### src/hdl/dual_stack_shared_buffer_macros.svh
// ----------------------------------------------------------------------------
// Assertion macros for the dual stack shared buffer
// Concurrent checks that are clocked by clk and held off while arst_n is low.
// ----------------------------------------------------------------------------
`ifndef DUAL_STACK_SHARED_BUFFER_MACROS_SVH
`define DUAL_STACK_SHARED_BUFFER_MACROS_SVH

`ifndef NO_ASSERTIONS
// Check that a property holds at every clock edge outside reset.
`define DSSB_ASSERT(lbl, prop, msg) \
	lbl: assert property (@(posedge clk) disable iff (!arst_n) (prop)) else $error(msg);
// Check that a condition never occurs outside reset.
`define DSSB_NEVER(lbl, cond, msg) \
	lbl: assert property (@(posedge clk) disable iff (!arst_n) !(cond)) else $error(msg);
`else
`define DSSB_ASSERT(lbl, prop, msg)
`define DSSB_NEVER(lbl, cond, msg)
`endif

`endif

### src/hdl/dssb_pkg.sv
// ----------------------------------------------------------------------------
// dssb_pkg
// Sizes, operation and status codes, and the memory request bundle.
// ----------------------------------------------------------------------------
package dssb_pkg;

	localparam int DEPTH  = 16;
	localparam int ADDR_W = $clog2(DEPTH);
	localparam int CNT_W  = $clog2(DEPTH + 1);
	localparam int DATA_W = 32;

	typedef logic [1:0] func_t;
	localparam func_t FN_PUSH = 2'd0;
	localparam func_t FN_POP  = 2'd1;
	localparam func_t FN_PEEK = 2'd2;
	localparam func_t FN_DUMP = 2'd3;

	typedef logic [1:0] status_t;
	localparam status_t ST_OK       = 2'd0;
	localparam status_t ST_OVERFLOW = 2'd1;
	localparam status_t ST_EMPTY    = 2'd2;

	typedef struct packed {
		logic              we;
		logic [ADDR_W-1:0] waddr;
		logic [DATA_W-1:0] wdata;
		logic              re;
		logic [ADDR_W-1:0] raddr;
	} ram_req_t;

	// Store index of position pos (0 = bottom) of the low or high stack.
	function automatic logic [ADDR_W-1:0] slot_of(input logic sel,
		input logic [ADDR_W-1:0] pos);
		slot_of = sel ? (ADDR_W'(DEPTH - 1) - pos) : pos;
	endfunction

endpackage

### src/hdl/dssb_ram.sv
// ----------------------------------------------------------------------------
// dssb_ram
// Shared entry store: one write port, one read port, registered read data.
// ----------------------------------------------------------------------------
module dssb_ram import dssb_pkg::*; (
	input  logic              clk,
	input  ram_req_t          req,
	output logic [DATA_W-1:0] rdata
);

	logic [DATA_W-1:0] mem [DEPTH];
	logic [DATA_W-1:0] rdata_q;

	// Read data holds until the next read, so a stalled consumer loses nothing.
	always_ff @(posedge clk) begin
		if (req.we) begin
			mem[req.waddr] <= req.wdata;
		end
		if (req.re) begin
			rdata_q <= mem[req.raddr];
		end
	end

	assign rdata = rdata_q;

endmodule

### src/hdl/dual_stack_shared_buffer.sv
// Results: push and pop answer in the cycle after the transaction; peek and the first
//   entry of a dump pass through the store's read register and then the output
//   register; later dump entries follow 1 per cycle while the output is not stalled.
// Requests: push and pop 1 transaction per cycle while the output is not stalled; no
//   new request is taken while a peek or dump still reads through the store's single read port.
// Reset: both stack counts clear at once; the entry store is not cleared.
// ----------------------------------------------------------------------------
// dual_stack_shared_buffer
// Two stacks in one memory: the low stack grows up from entry 0, the high
// stack grows down from the top entry. Push, pop, peek and dump requests.
// ----------------------------------------------------------------------------
`include "dual_stack_shared_buffer_macros.svh"

module dual_stack_shared_buffer import dssb_pkg::*; (
	input  logic        clk,
	input  logic        arst_n,
	// request stream
	input  logic        s_tvalid,
	output logic        s_tready,
	input  logic [31:0] s_tdata,   // [31:0] push_value
	input  logic [7:0]  s_tuser,   // [1:0] func, [2] which_stack, [7:3] zero
	// result stream
	output logic        m_tvalid,
	input  logic        m_tready,
	output logic [31:0] m_tdata,   // [31:0] read_value
	output logic [7:0]  m_tuser,   // [1:0] status, [7:2] zero
	output logic        m_tlast    // last result of the request
);

	typedef enum logic {S_IDLE, S_READ} state_t;

	state_t            state_q;
	logic [CNT_W-1:0]  low_cnt_q;
	logic [CNT_W-1:0]  high_cnt_q;
	logic [ADDR_W-1:0] pos_q;      // stack position of the entry in flight
	logic              sel_q;
	logic              dump_q;

	logic              m_tvalid_q;
	logic [DATA_W-1:0] m_data_q;
	status_t           m_status_q;
	logic              m_last_q;

	ram_req_t          ram_req;
	logic [DATA_W-1:0] ram_rdata;

	func_t             in_func;
	logic              in_sel;
	logic [CNT_W-1:0]  sel_cnt;
	logic [CNT_W:0]    cnt_sum;
	logic              sel_empty;
	logic              full;
	logic              s_acc;
	logic              out_free;
	logic              out_load_rd;
	logic              dump_more;

	assign in_func   = s_tuser[1:0];
	assign in_sel    = s_tuser[2];
	assign sel_cnt   = in_sel ? high_cnt_q : low_cnt_q;
	assign cnt_sum   = {1'b0, low_cnt_q} + {1'b0, high_cnt_q};
	assign sel_empty = (sel_cnt == '0);
	assign full      = (cnt_sum >= (CNT_W + 1)'(DEPTH));

	// The output register is free when empty or when its transaction completes now.
	assign out_free = !m_tvalid_q || m_tready;
	assign s_tready = (state_q == S_IDLE) && out_free;
	assign s_acc    = s_tvalid && s_tready;

	// In the read state, move the fetched entry to the output once it is free.
	assign out_load_rd = (state_q == S_READ) && out_free;
	assign dump_more   = dump_q && (pos_q != '0);

	// Memory requests: push writes at acceptance; peek and dump fetch the top
	// entry at acceptance; a running dump fetches the next entry below while
	// the current one moves to the output. Only one request is in work, so a
	// write and a read of the same entry never overlap.
	always_comb begin
		ram_req = '0;
		if (s_acc && (in_func == FN_PUSH) && !full) begin
			ram_req.we    = 1'b1;
			ram_req.waddr = slot_of(in_sel, sel_cnt[ADDR_W-1:0]);
			ram_req.wdata = s_tdata[DATA_W-1:0];
		end
		if (s_acc && ((in_func == FN_PEEK) || (in_func == FN_DUMP)) && !sel_empty) begin
			ram_req.re    = 1'b1;
			ram_req.raddr = slot_of(in_sel, ADDR_W'(sel_cnt - CNT_W'(1)));
		end else if (out_load_rd && dump_more) begin
			ram_req.re    = 1'b1;
			ram_req.raddr = slot_of(sel_q, pos_q - ADDR_W'(1));
		end
	end

	dssb_ram u_ram (
		.clk   (clk),
		.req   (ram_req),
		.rdata (ram_rdata)
	);

	// Sequencer, stack counts and the output register.
	always_ff @(posedge clk or negedge arst_n) begin
		if (!arst_n) begin
			state_q    <= S_IDLE;
			low_cnt_q  <= '0;
			high_cnt_q <= '0;
			m_tvalid_q <= 1'b0;
		end else begin
			unique case (state_q)
				S_IDLE: begin
					if (s_acc) begin
						unique case (in_func)
							FN_PUSH: begin
								// Answer now; advance the count unless the stacks meet.
								m_tvalid_q <= 1'b1;
								m_data_q   <= '0;
								m_last_q   <= 1'b1;
								m_status_q <= full ? ST_OVERFLOW : ST_OK;
								if (!full) begin
									if (in_sel) begin
										high_cnt_q <= high_cnt_q + CNT_W'(1);
									end else begin
										low_cnt_q <= low_cnt_q + CNT_W'(1);
									end
								end
							end
							FN_POP: begin
								m_tvalid_q <= 1'b1;
								m_data_q   <= '0;
								m_last_q   <= 1'b1;
								m_status_q <= sel_empty ? ST_EMPTY : ST_OK;
								if (!sel_empty) begin
									if (in_sel) begin
										high_cnt_q <= high_cnt_q - CNT_W'(1);
									end else begin
										low_cnt_q <= low_cnt_q - CNT_W'(1);
									end
								end
							end
							default: begin
								// Peek or dump: empty answers at once, else wait for the read.
								if (sel_empty) begin
									m_tvalid_q <= 1'b1;
									m_data_q   <= '0;
									m_last_q   <= 1'b1;
									m_status_q <= ST_EMPTY;
								end else begin
									// Drop the previous result; it completes or was never there.
									m_tvalid_q <= 1'b0;
									state_q    <= S_READ;
									pos_q      <= ADDR_W'(sel_cnt - CNT_W'(1));
									sel_q      <= in_sel;
									dump_q     <= (in_func == FN_DUMP);
								end
							end
						endcase
					end else if (m_tvalid_q && m_tready) begin
						m_tvalid_q <= 1'b0;
					end
				end
				S_READ: begin
					// Without a load the output register is full and stalled: hold it.
					if (out_load_rd) begin
						m_tvalid_q <= 1'b1;
						m_data_q   <= ram_rdata;
						m_status_q <= ST_OK;
						m_last_q   <= !dump_more;
						if (dump_more) begin
							pos_q <= pos_q - ADDR_W'(1);
						end else begin
							state_q <= S_IDLE;
						end
					end
				end
				default: begin
					state_q <= S_IDLE;
				end
			endcase
		end
	end

	assign m_tvalid = m_tvalid_q;
	assign m_tdata  = m_data_q;
	assign m_tuser  = {6'd0, m_status_q};
	assign m_tlast  = m_last_q;

	// The two stacks together never hold more than the store.
	`DSSB_NEVER(a_cnt_bound, cnt_sum > (CNT_W + 1)'(DEPTH), "stack counts exceed store depth")
	// A read from the store is always followed by the read state that consumes it.
	`DSSB_ASSERT(a_read_used, ram_req.re |=> (state_q == S_READ), "read data not consumed")
	// Counts move only as a result of an accepted request.
	`DSSB_ASSERT(a_cnt_cause, !$stable(low_cnt_q) || !$stable(high_cnt_q) |-> $past(s_acc),
		"stack count changed without a request")
	// Overflow and empty results always end their request.
	`DSSB_ASSERT(a_err_last, m_tvalid_q && (m_status_q != ST_OK) |-> m_last_q,
		"error result not marked last")

endmodule
### config.mk
export PLATFORM = sky130hd
export DESIGN_NAME = dual_stack_shared_buffer
export DESIGN_NICKNAME = d
export VERILOG_FILES = /design/src/hdl/dssb_pkg.sv /design/src/hdl/dssb_ram.sv /design/src/hdl/dual_stack_shared_buffer.sv
export VERILOG_INCLUDE_DIRS = /design/src /design/src/hdl
export SDC_FILE = /design/constraint.sdc
export NUM_CORES = 1
export LEC_CHECK = 0
export ABC_AREA = 1
export ABC_CLOCK_PERIOD_IN_PS = 10900
export BUFFER_PORTS_ARGS = -buffer_cell sky130_fd_sc_hd__buf_2
export CAP_MARGIN = 10
export CELL_PAD_IN_SITES_DETAIL_PLACEMENT = 1
export CELL_PAD_IN_SITES_GLOBAL_PLACEMENT = 1
export CORE_MARGIN = 1
export CORE_UTILIZATION = 54
export DETAILED_ROUTE_END_ITERATION = 12
export GPL_ROUTABILITY_DRIVEN = 0
export PLACE_DENSITY_LB_ADDON = 0.15
export SYNTH_ARGS = -nofsm -noshare
export SYNTH_HDL_FRONTEND = slang
export SYNTH_SLANG_ARGS = --single-unit
### constraint.sdc
create_clock -name clk -period 10.9 [get_ports clk]
set_input_delay 1.635 -clock clk [delete_from_list [all_inputs] [get_ports clk]]
set_output_delay 1.635 -clock clk [all_outputs]
set_load 0.01 [all_outputs]
Word-level counts from Yosys, hierarchy flattened
Memory sizes are Yosys's and may differ from the RTL's. A register that Yosys moved wholly into a read port is not among the register bits.
Index checks and enable logic that the tools add are counted.
Widths: inputs -> output; s select.
{"block": "word_totals", "reg_bits": 53, "latchBits": 0, "mem_bits_rw": 512, "mem_bits_ro": 0, "out_inout_bits": 43, "elab_cells": 124, "mem_count": 1}
{"memory": "u_ram.mem", "depth": 16, "word_bits": 32, "read_ports": 1, "rd_ports_with_merged_regs": 1, "write_ports": 1, "line_no": "dssb_ram.sv:11", "source": "logic [DATA_W-1:0] mem [DEPTH];"}
{"block": "classes", "n_addsub": 10, "multipliers": 0, "n_div": 0, "magnitude_cmp": 1, "n_eq_ne": 17, "shift": 0, "muxes": 54, "bitwise": 3, "n_reduce_logical": 28}
{"cell": "$mux 32", "count": 4}
{"cell": "$pmux 32 s2", "count": 1}
{"cell": "$mux 5", "count": 11}
{"cell": "$mux 37", "count": 1}
{"cell": "$mux 4", "count": 8}
{"cell": "$pmux 5 s2", "count": 2}
{"cell": "$ne 2x2->1 const B", "count": 9}
{"cell": "$mux 1", "count": 17}
{"cell": "$reduce_and 7->1", "count": 2}
{"cell": "$sub 4x4->4 const A", "count": 3}
{"cell": "$add 5x1->5 const B", "count": 2}
{"cell": "$logic_and 1x1->1", "count": 10}
{"cell": "$sub 5x1->5 const B", "count": 2}
{"cell": "$mux 2", "count": 4}
{"cell": "$pmux 2 s2", "count": 2}
{"cell": "$pmux 4 s2", "count": 1}
{"cell": "$reduce_and 4->1", "count": 2}
{"cell": "$sub 4x1->4 const B", "count": 2}
{"cell": "$add 5x5->6", "count": 1}
{"cell": "$ge 6x5->1 const B", "count": 1}
{"cell": "$pmux 1 s2", "count": 3}
{"cell": "$reduce_and 6->1", "count": 1}
{"cell": "$logic_not 5->1", "count": 1}
{"cell": "$reduce_and 5->1", "count": 1}
{"cell": "14 further kinds", "count": 22}

Depth between registers and ports, before layout
Gate-level depths: netlist of the first run.
{"block": "logic_depth", "word_depth": 9, "mapped_depth": 18, "depth_no_buf": 15}

By module
A second synthesis of the first run with hierarchy kept.
{"block": "unflattened", "cells_unflattened": 2508, "area_unflattened_um2": 26457.9}
{"module": "dssb_ram", "instances": 1, "cells_each": 2122, "area_per_inst_um2": 23065.9, "seq_area_each_um2": 16335.7}
{"module": "dual_stack_shared_buffer", "instances": 1, "cells_each": 386, "area_per_inst_um2": 3392.0, "seq_area_each_um2": 1531.5}

Worst setup path after synthesis of the first run
OpenSTA, ideal clock, no wires.
{"block": "synth_path", "kind": "input port to flip-flop", "from": "input port m_tready", "to": "memory u_ram.mem[0][0] (enable)", "setup_ns": 0.461, "arrival_time_ns": 4.677, "required_time_ns": 10.439, "path_slack_ns": 5.762, "stages": 8, "n_path_buf": 1, "path_cell_list": "inv_1 > nand2_1 > nand3_1 > inv_1 > nand4_1 > clkbuf_1 > a21oi_1 > nor3_1"}
{"block": "synth_between", "elab_chain_len": 8}
{"item": "start, declared", "line_no": "dual_stack_shared_buffer.sv:24", "source": "input logic m_tready,"}
{"item": "$logic_or 1x1->1 *", "line_no": "dual_stack_shared_buffer.sv:66", "source": "assign out_free = !m_tvalid_q || m_tready;"}
{"item": "$logic_and 1x1->1 *", "line_no": "dual_stack_shared_buffer.sv:67", "source": "assign s_tready = (state_q == S_IDLE) && out_free;"}
{"item": "$logic_and 1x1->1 *", "line_no": "dual_stack_shared_buffer.sv:68", "source": "assign s_acc = s_tvalid && s_tready;"}
{"item": "$logic_and 1x1->1 * (2 in series)", "line_no": "dual_stack_shared_buffer.sv:80", "source": "if (s_acc && (in_func == FN_PUSH) && !full) begin"}
{"item": "$mux 37 *", "line_no": "dual_stack_shared_buffer.sv:80"}
{"item": "$mux 1", "line_no": "dssb_ram.sv:16", "source": "if (req.we) begin"}
{"item": "$mux 1 (implied by the code)", "line_no": "dssb_ram.sv:17", "source": "mem[req.waddr] <= req.wdata;"}
{"item": "end, declared", "line_no": "dssb_ram.sv:11"}
Every way passes the cells marked *; elsewhere a longest branch is shown, timed or not.

Worst setup path in the final report of the first run
{"block": "layout_path", "from": "input port s_tuser[2]", "to": "register u_ram.rdata_q[4] (netlist: u_ram.rdata[4]), read port of u_ram.mem, data pin"}
{"block": "layout_between", "elab_chain_len": 5, "word_cells_on_any_way": 8, "cone_classes": "add/sub (2); mux (3); reduce/logical (3)"}
{"item": "start, declared", "line_no": "dual_stack_shared_buffer.sv:21", "source": "input logic [7:0] s_tuser,"}
{"item": "$mux 5", "line_no": "dual_stack_shared_buffer.sv:60", "source": "assign sel_cnt = in_sel ? high_cnt_q : low_cnt_q;"}
{"item": "$sub 4x1->4 or $logic_not 5->1 (tied branches)", "line_no": "dual_stack_shared_buffer.sv:87, dual_stack_shared_buffer.sv:62"}
{"item": "$sub 4x4->4 or $logic_not 1->1 (tied branches)"}
{"item": "$mux 4 or $logic_and 1x1->1 (tied branches)", "line_no": "dssb_pkg.sv:34, dual_stack_shared_buffer.sv:85"}
{"item": "$mux 5 *", "line_no": "dual_stack_shared_buffer.sv:85", "source": "if (s_acc && ((in_func == FN_PEEK) || (in_func == FN_DUMP)) && !sel_empty) begin"}
{"item": "end, declared", "line_no": "dssb_ram.sv:12", "source": "logic [DATA_W-1:0] rdata_q;"}
Marked as above.
A chain may end at the register's enable or synchronous reset.

==> results of run 1 <==
## metal layers
layer	vias up	global-route usage (%)	share of wire (%)
met5	-	0	0
met4	0	14.0	3.8
met3	190	3.67	6.4
met2	750	56.4	52
met1	9400	37.6	38
li1	8214	-	-
## logic make-up (layout without fill, tap and decap cells)
family,after synthesis,count (layout),synth area share [%]
simple gates,1205,1205,21.3
mux,1,1,0.0378
flops,597,597,67.5
xor+xnor,19,19,0.628
fa+ha+maj,14,14,0.718
buf+inv,581,651,9.15
other cells,1,6,0.0142
compound gates,32,32,0.694
## registers in the layout, indices dropped and copies added, names as in the netlist
register,flops
u_ram.rdata,32
m_status_q,2
state_q,1
dump_q,1
m_tvalid,1
m_tlast,1
low_cnt_q,5
high_cnt_q,5
pos_q,4
u_ram.mem,512
sel_q,1
m_tdata,32
## area by class of cell
class / instances / area (um^2) / area share, %
clock buffers: 77 / 1630 / 5.57
repair buffers: 108 / 636 / 2.17
well taps: 615 / 769 / 2.63
inverters: 434 / 1630 / 5.57
multi-input cells: 1277 / 6380 / 21.8
flip-flops and latches: 597 / 17900 / 61.1
clock inverters: 32 / 350 / 1.20
## worst max-delay path: stages
cell and delay [ns]:
buf_2 0.30, o21ai_0 0.25, inv_1 0.11, ha_1 0.23, nand2_1 0.08, nor2_1 0.13
nand2_2 0.13, nand3_4 0.07, buf_4 0.92, nand2_8 0.67, buf_4 0.68, nand2_1 0.25
nand2_1 0.10, nand2_1 0.08, nand3_1 0.08, nand3_1 0.10, nand2_1 0.08
## power groups by stage
stage	registers (uW)	clock network [uW]	logic [uW]
2_1_floorplan	2800	0	924
3_3_place_gp	2800	0	1290
3_5_place_dp	2810	0	1350
4_1_cts	2760	2130	1380
5_1_grt	2770	2200	1500
6_report	2760	2110	1380
## path summary, 6_finish.rpt
check	from	to	slack (ns)	cells past startpoint
max reg2reg	low_cnt_q[0]$_DFFE_PN0P_	u_ram.rdata[4]$_DFFE_PP_	6.09	16
max in group asynchronous	arst_n	state_q$_DFF_PN0_	9.68	1
max	s_tuser[2]	u_ram.rdata[4]$_DFFE_PP_	5.27	17
min reg2reg	low_cnt_q[4]$_DFFE_PN0P_	low_cnt_q[4]$_DFFE_PN0P_	0.50	1
min	low_cnt_q[4]$_DFFE_PN0P_	low_cnt_q[4]$_DFFE_PN0P_	0.50	1
min in group asynchronous	arst_n	high_cnt_q[4]$_DFFE_PN0P_	0.93	1
## cell usage after synthesis
master | instances | area share (%)
a21boi_1 | 1 | 0.028
a21o_1 | 1 | 0.028
a21oi_1 | 7 | 0.13
and2_1 | 1 | 0.024
buf_1 | 9 | 0.13
buf_2 | 67 | 1.3
buf_4 | 40 | 1.1
buf_6 | 1 | 0.043
clkbuf_1 | 30 | 0.43
conb_1 | 1 | 0.014
dfrtp_1 | 12 | 1.1
edfxtp_1 | 585 | 66
fa_1 | 2 | 0.15
ha_1 | 12 | 0.57
inv_1 | 430 | 6.1
inv_2 | 4 | 0.057
mux2i_1 | 1 | 0.038
nand2_1 | 449 | 6.4
nand2_2 | 4 | 0.094
nand2_4 | 1 | 0.043
nand3_1 | 584 | 11
nand3_2 | 1 | 0.038
nand3_4 | 1 | 0.066
nand3b_1 | 86 | 2.4
nand4_1 | 2 | 0.047
nor2_1 | 68 | 0.96
nor2_2 | 1 | 0.024
nor2_4 | 1 | 0.043
nor3_1 | 4 | 0.076
o211ai_1 | 1 | 0.028
o21a_1 | 1 | 0.028
o21ai_0 | 15 | 0.28
o21ai_1 | 2 | 0.038
o21ai_2 | 3 | 0.099
o21bai_1 | 1 | 0.028
or2_2 | 2 | 0.047
xnor2_1 | 5 | 0.17
xor2_1 | 14 | 0.46
## stage by stage
stage | total power [uW] | instances | hold WS, ns | utilization, % | cell area [um^2]
floorplan | 3730 | 2455 | 0.469 | - | 26500
global placement | 4090 | 3031 | 0.483 | 56.8 | 27300
detailed placement | 4160 | 3031 | 0.496 | 56.8 | 27300
CTS | 6270 | 3140 | 0.507 | 60.9 | 29300
global route | 6470 | 3140 | 0.528 | 60.9 | 29300
finish | 6250 | 3140 | 0.504 | 60.9 | 29300
## placed cells by master (no fill, tap or decap), drive strengths merged
cell      synthesis  layout
a21boi            1       1
a21o              1       1
a21oi             7       7
and2              1       1
buf             117     108
bufinv            0       8
clkbuf           30      77
clkinv            0      22
clkinvlp          0       1
conb              1       6
dfrtp            12      12
edfxtp          585     585
fa                2       2
ha               12      12
inv             434     435
mux2i             1       1
nand2           454     454
nand3           586     586
nand3b           86      86
nand4             2       2
nor2             70      70
nor3              4       4
o211ai            1       1
o21a              1       1
o21ai            20      20
o21bai            1       1
or2               2       2
xnor2             5       5
xor2             14      14
==> flow_metrics.tcl, run 1 <==
set metrics [dict create \
    hp-class "reg2reg" \
    hpwl_mm 38.0 \
    htree_levels 2 \
    crit_path_end_kind "flop" \
    vdd_drop_max_mv 0.134 \
    yosysWarningCount 0 \
    numCtsBuffers 61 \
    worst_pin_slew_ns 1.26 \
    seqPwrFrac_pct 44.2 \
    die_area_um2 49900 \
    p_leak_uw 0.0122 \
    syn_area_um2 26500 \
    p_sw_share_pct 30.9 \
    post_cts_buffers 0 \
    crit_type "in2reg" \
    nFillCells 4997 \
    drv_cap 0 \
    grt_first_pass_wirelength_mm 117 \
    fin_tns_setup_ns 0 \
    fin_crit_ns 5.63 \
    max_slew_margin_pct 15.7 \
    cts_root_buf "clkbuf_16" \
    p_clk_share_pct 33.8 \
    initial_core_util_pct 55.1 \
    clockBufferDepth 3 \
    first_iter_violations 1665 \
    cts_tree "yes" \
    route.detailed.drc 0 \
    io_pins 87 \
    min_period_over_period_pct 51.7 \
    num_rows 80 \
    critPathLaunchType "input pin" \
    port_buffers 75 \
    cts.clk_slew.worst_paths_ns 0.06 \
    grt_max_degree 206 \
    dr.pass1.iters 5 \
    p_comb_share_pct 22.0 \
    crit_required_ns 11.27 \
    holdBufCountCts 0 \
    drive_above_1_share_pct 8.99 \
    fp.coreArea_um2 48000 \
    p_sw_uw 1930 \
    antenna_left 0 \
    via_count 18600 \
    insertion_delay_ns 0.63 \
    dp_slack_ns 4.76 \
    synth.distinct_cells 38 \
    setup_viol 0 \
    wl_per_cell_um 24.5 \
    synthCells 2450 \
    cts_resized 0 \
    synthToLayoutAreaGrowth_pct 10.5 \
    grt_overflow 0 \
    fmax_mhz 178 \
    grt_use_total_pct 31.3 \
    intPower_uw 4320 \
    hold_viol 0 \
    die_w_um 223 \
    drv_slew 0 \
    critPathMaxFanout 100 \
    die_y_um 223 \
    fin_skew_ns 0.0154 \
    powerDensity_nw_per_um2 213 \
    yosysSeqAreaShare_pct 67.5 \
    grt_pass1_vias 20200 \
    synth.avg_cell_area_um2 10.8 \
    antenna_found_initial 0 \
    avgViaCountPerCell 5.91 \
    rsz0062_at_grt "no" \
    wirelength_mm 77.0 \
    status "completed" \
    synth_seq_cells 597 \
    arrival_ns 6.00 \
    nNetsFinal 2537 \
    cts_sinks 597 \
    insertedDiodeCount 0 \
    fin_ws_ns 5.27 \
]
Power figures use the tool's default switching activity.
==> inputs of run 2 (changes only) <==
ABC_CLOCK_PERIOD_IN_PS = 5100   (was 10900)
CORE_UTILIZATION = 45   (was 54)
clock period = 5.1 ns   (was 10.9 ns; I/O delays follow)
==> run 2 against run 1 <==
  * Critical path depth shrank 6
  * First-iteration DRC count shrank 14%
  * Clock skew grew 0.0045 ns
  * Via count shrank 3.2%
  * Critical endpoint is now u_ram.mem[9][22]$_DFFE_PP_
  * Critical path type is now reg2reg
  * Clock power grew 110%
  * Worst setup slack lost 3.9 ns
==> flow_metrics.tcl, run 2 (synthesis gave the netlist of run 1 again) <==
set metrics [dict create \
    grt_first_pass_wirelength_mm 113 \
    insertion_delay_ns 0.60 \
    numCtsBuffers 67 \
    post_cts_buffers 0 \
    crit_path_end_kind "flop" \
    cts_tree "yes" \
    synthToLayoutAreaGrowth_pct 11.9 \
    die_y_um 245 \
    hold_viol 0 \
    holdBufCountCts 0 \
    min_period_over_period_pct 72.6 \
    route.detailed.drc 0 \
    final_area_um2 29600 \
    rsz0062_at_grt "no" \
    grt_use_total_pct 25.1 \
    initial_core_util_pct 45.7 \
    nNetsFinal 2550 \
    antenna_found_initial 0 \
    setup_viol 0 \
    worst_pin_slew_ns 1.16 \
    place_area_um2 27700 \
    fmax_mhz 270 \
    drive_above_1_share_pct 9.25 \
    grt_max_degree 201 \
    cts_resized 0 \
    hp-class "in2async" \
    fp.coreArea_um2 57900 \
    crit_type "reg2reg" \
    dr.pass1.iters 5 \
    die_area_um2 59800 \
    drv_cap 0 \
    antenna_left 0 \
    io_pins 87 \
    r2r_end "u_ram.mem[9][22]$_DFFE_PP_" \
    crit_required_ns 5.38 \
    worst-r2r-setup-slack_ns 1.40 \
    cts_sinks 597 \
    r2r_cells 11 \
    p_leak_uw 0.0123 \
    max_flop_register "u_ram.mem" \
    wl_per_cell_um 22.3 \
    arrival_ns 3.98 \
    avgViaCountPerCell 5.45 \
    critical_path.endpoint "u_ram.mem[9][22]$_DFFE_PP_" \
    reg2reg_from "low_cnt_q[1]$_DFFE_PN0P_" \
    critPathMaxFanout 37 \
    largest_reg_flops 512 \
    port_buffers 75 \
    cts_root_buf "clkbuf_16" \
    critPathLaunchType "flop" \
    via_count 18000 \
    powerDensity_nw_per_um2 448 \
    clockBufferDepth 3 \
    final_common_cell "edfxtp_1" \
    fin_crit_ns 3.70 \
    status "completed" \
    hpwl_mm 37.5 \
    wirelength_mm 73.5 \
    worstSetupStartpoint "low_cnt_q[1]$_DFFE_PN0P_" \
    nFillCells 6214 \
    vdd_drop_max_mv 0.313 \
    drv_slew 0 \
    multi_input_area_um2 6380 \
    htree_levels 3 \
    grt_overflow 0 \
    die_w_um 245 \
    max_slew_margin_pct 22.9 \
    grt_pass1_vias 18900 \
    num_rows 88 \
    fin_skew_ns 0.0200 \
    final_cell_mix "edfxtp_1, nand3_1, nand2_1" \
    cts.clk_slew.worst_paths_ns 0.06 \
    fin_tns_setup_ns 0 \
    first_iter_violations 1432 \
    insertedDiodeCount 0 \
    seq_area_um2 17900 \
]
run 2: changes by cell type in the layout (fill, tap and decap cells not counted), sizes merged:
cell / change
bufinv: -7
clkinv: -8
clkbuf: +12
buf: +7
run 2: routing by layer:
metal  track usage [%]  part of all wire [%]
met5                 0                     0
met4              8.09                   2.4
met3              2.99                   4.9
met2              43.8                    50
met1              32.4                    43
run 2: area by class of cell:
type,instances,share of cell area [%]
inverter,434,5.50
sequential,597,60.3
clock buffer,89,6.22
multi-input combinational,1277,21.5
tap,765,3.23
timing repair buffer,115,2.87
clock inverter,17,0.367
run 2: through the flow:
step	utilization [%]	std cells	total power, uW	hold slack, ns	worst slack (ns)
after floorplan	-	2455	7960	0.469	0.832
after global placement	47.8	3188	8850	0.491	1.13
after detailed placement	47.8	3188	8940	0.501	1.07
after CTS	51.2	3294	13400	0.0486	1.32
after global routing	51.2	3294	13900	0.0808	1.20
final	51.2	3294	13300	0.0671	1.40
run 2: worst min-delay path by stage:
stage | slack, ns | to | from
finish | 0.07 | high_cnt_q[3]$_DFFE_PN0P_ | arst_n
floorplan | 0.47 | high_cnt_q[0]$_DFFE_PN0P_ | arst_n
global placement | 0.49 | m_tdata[6]$_SDFFCE_PN0P_ | u_ram.rdata[6]$_DFFE_PP_
CTS | 0.05 | low_cnt_q[4]$_DFFE_PN0P_ | arst_n
detailed placement | 0.50 | m_tdata[8]$_SDFFCE_PN0P_ | u_ram.rdata[8]$_DFFE_PP_
global route | 0.08 | high_cnt_q[2]$_DFFE_PN0P_ | arst_n
run 2: report_power, final:
group	switching, uW	leakage [uW]	internal (uW)	total, uW
combinational	2070	0.00566	853	2920
clock	1880	0.000956	2570	4450
sequential	119	0.00564	5780	5900
total	4070	0.0123	9200	13300
run 2: worst max-delay path: stages, from the launching register on:
cell	delay, ns
dfrtp_1	0.43
ha_1	0.31
nand2_1	0.07
o21bai_1	0.07
a21o_1	0.16
nand2_1	0.08
nand4_1	0.14
buf_4	0.38
inv_1	0.16
nand3_1	0.31
nor2_4	0.88
buf_4	0.37
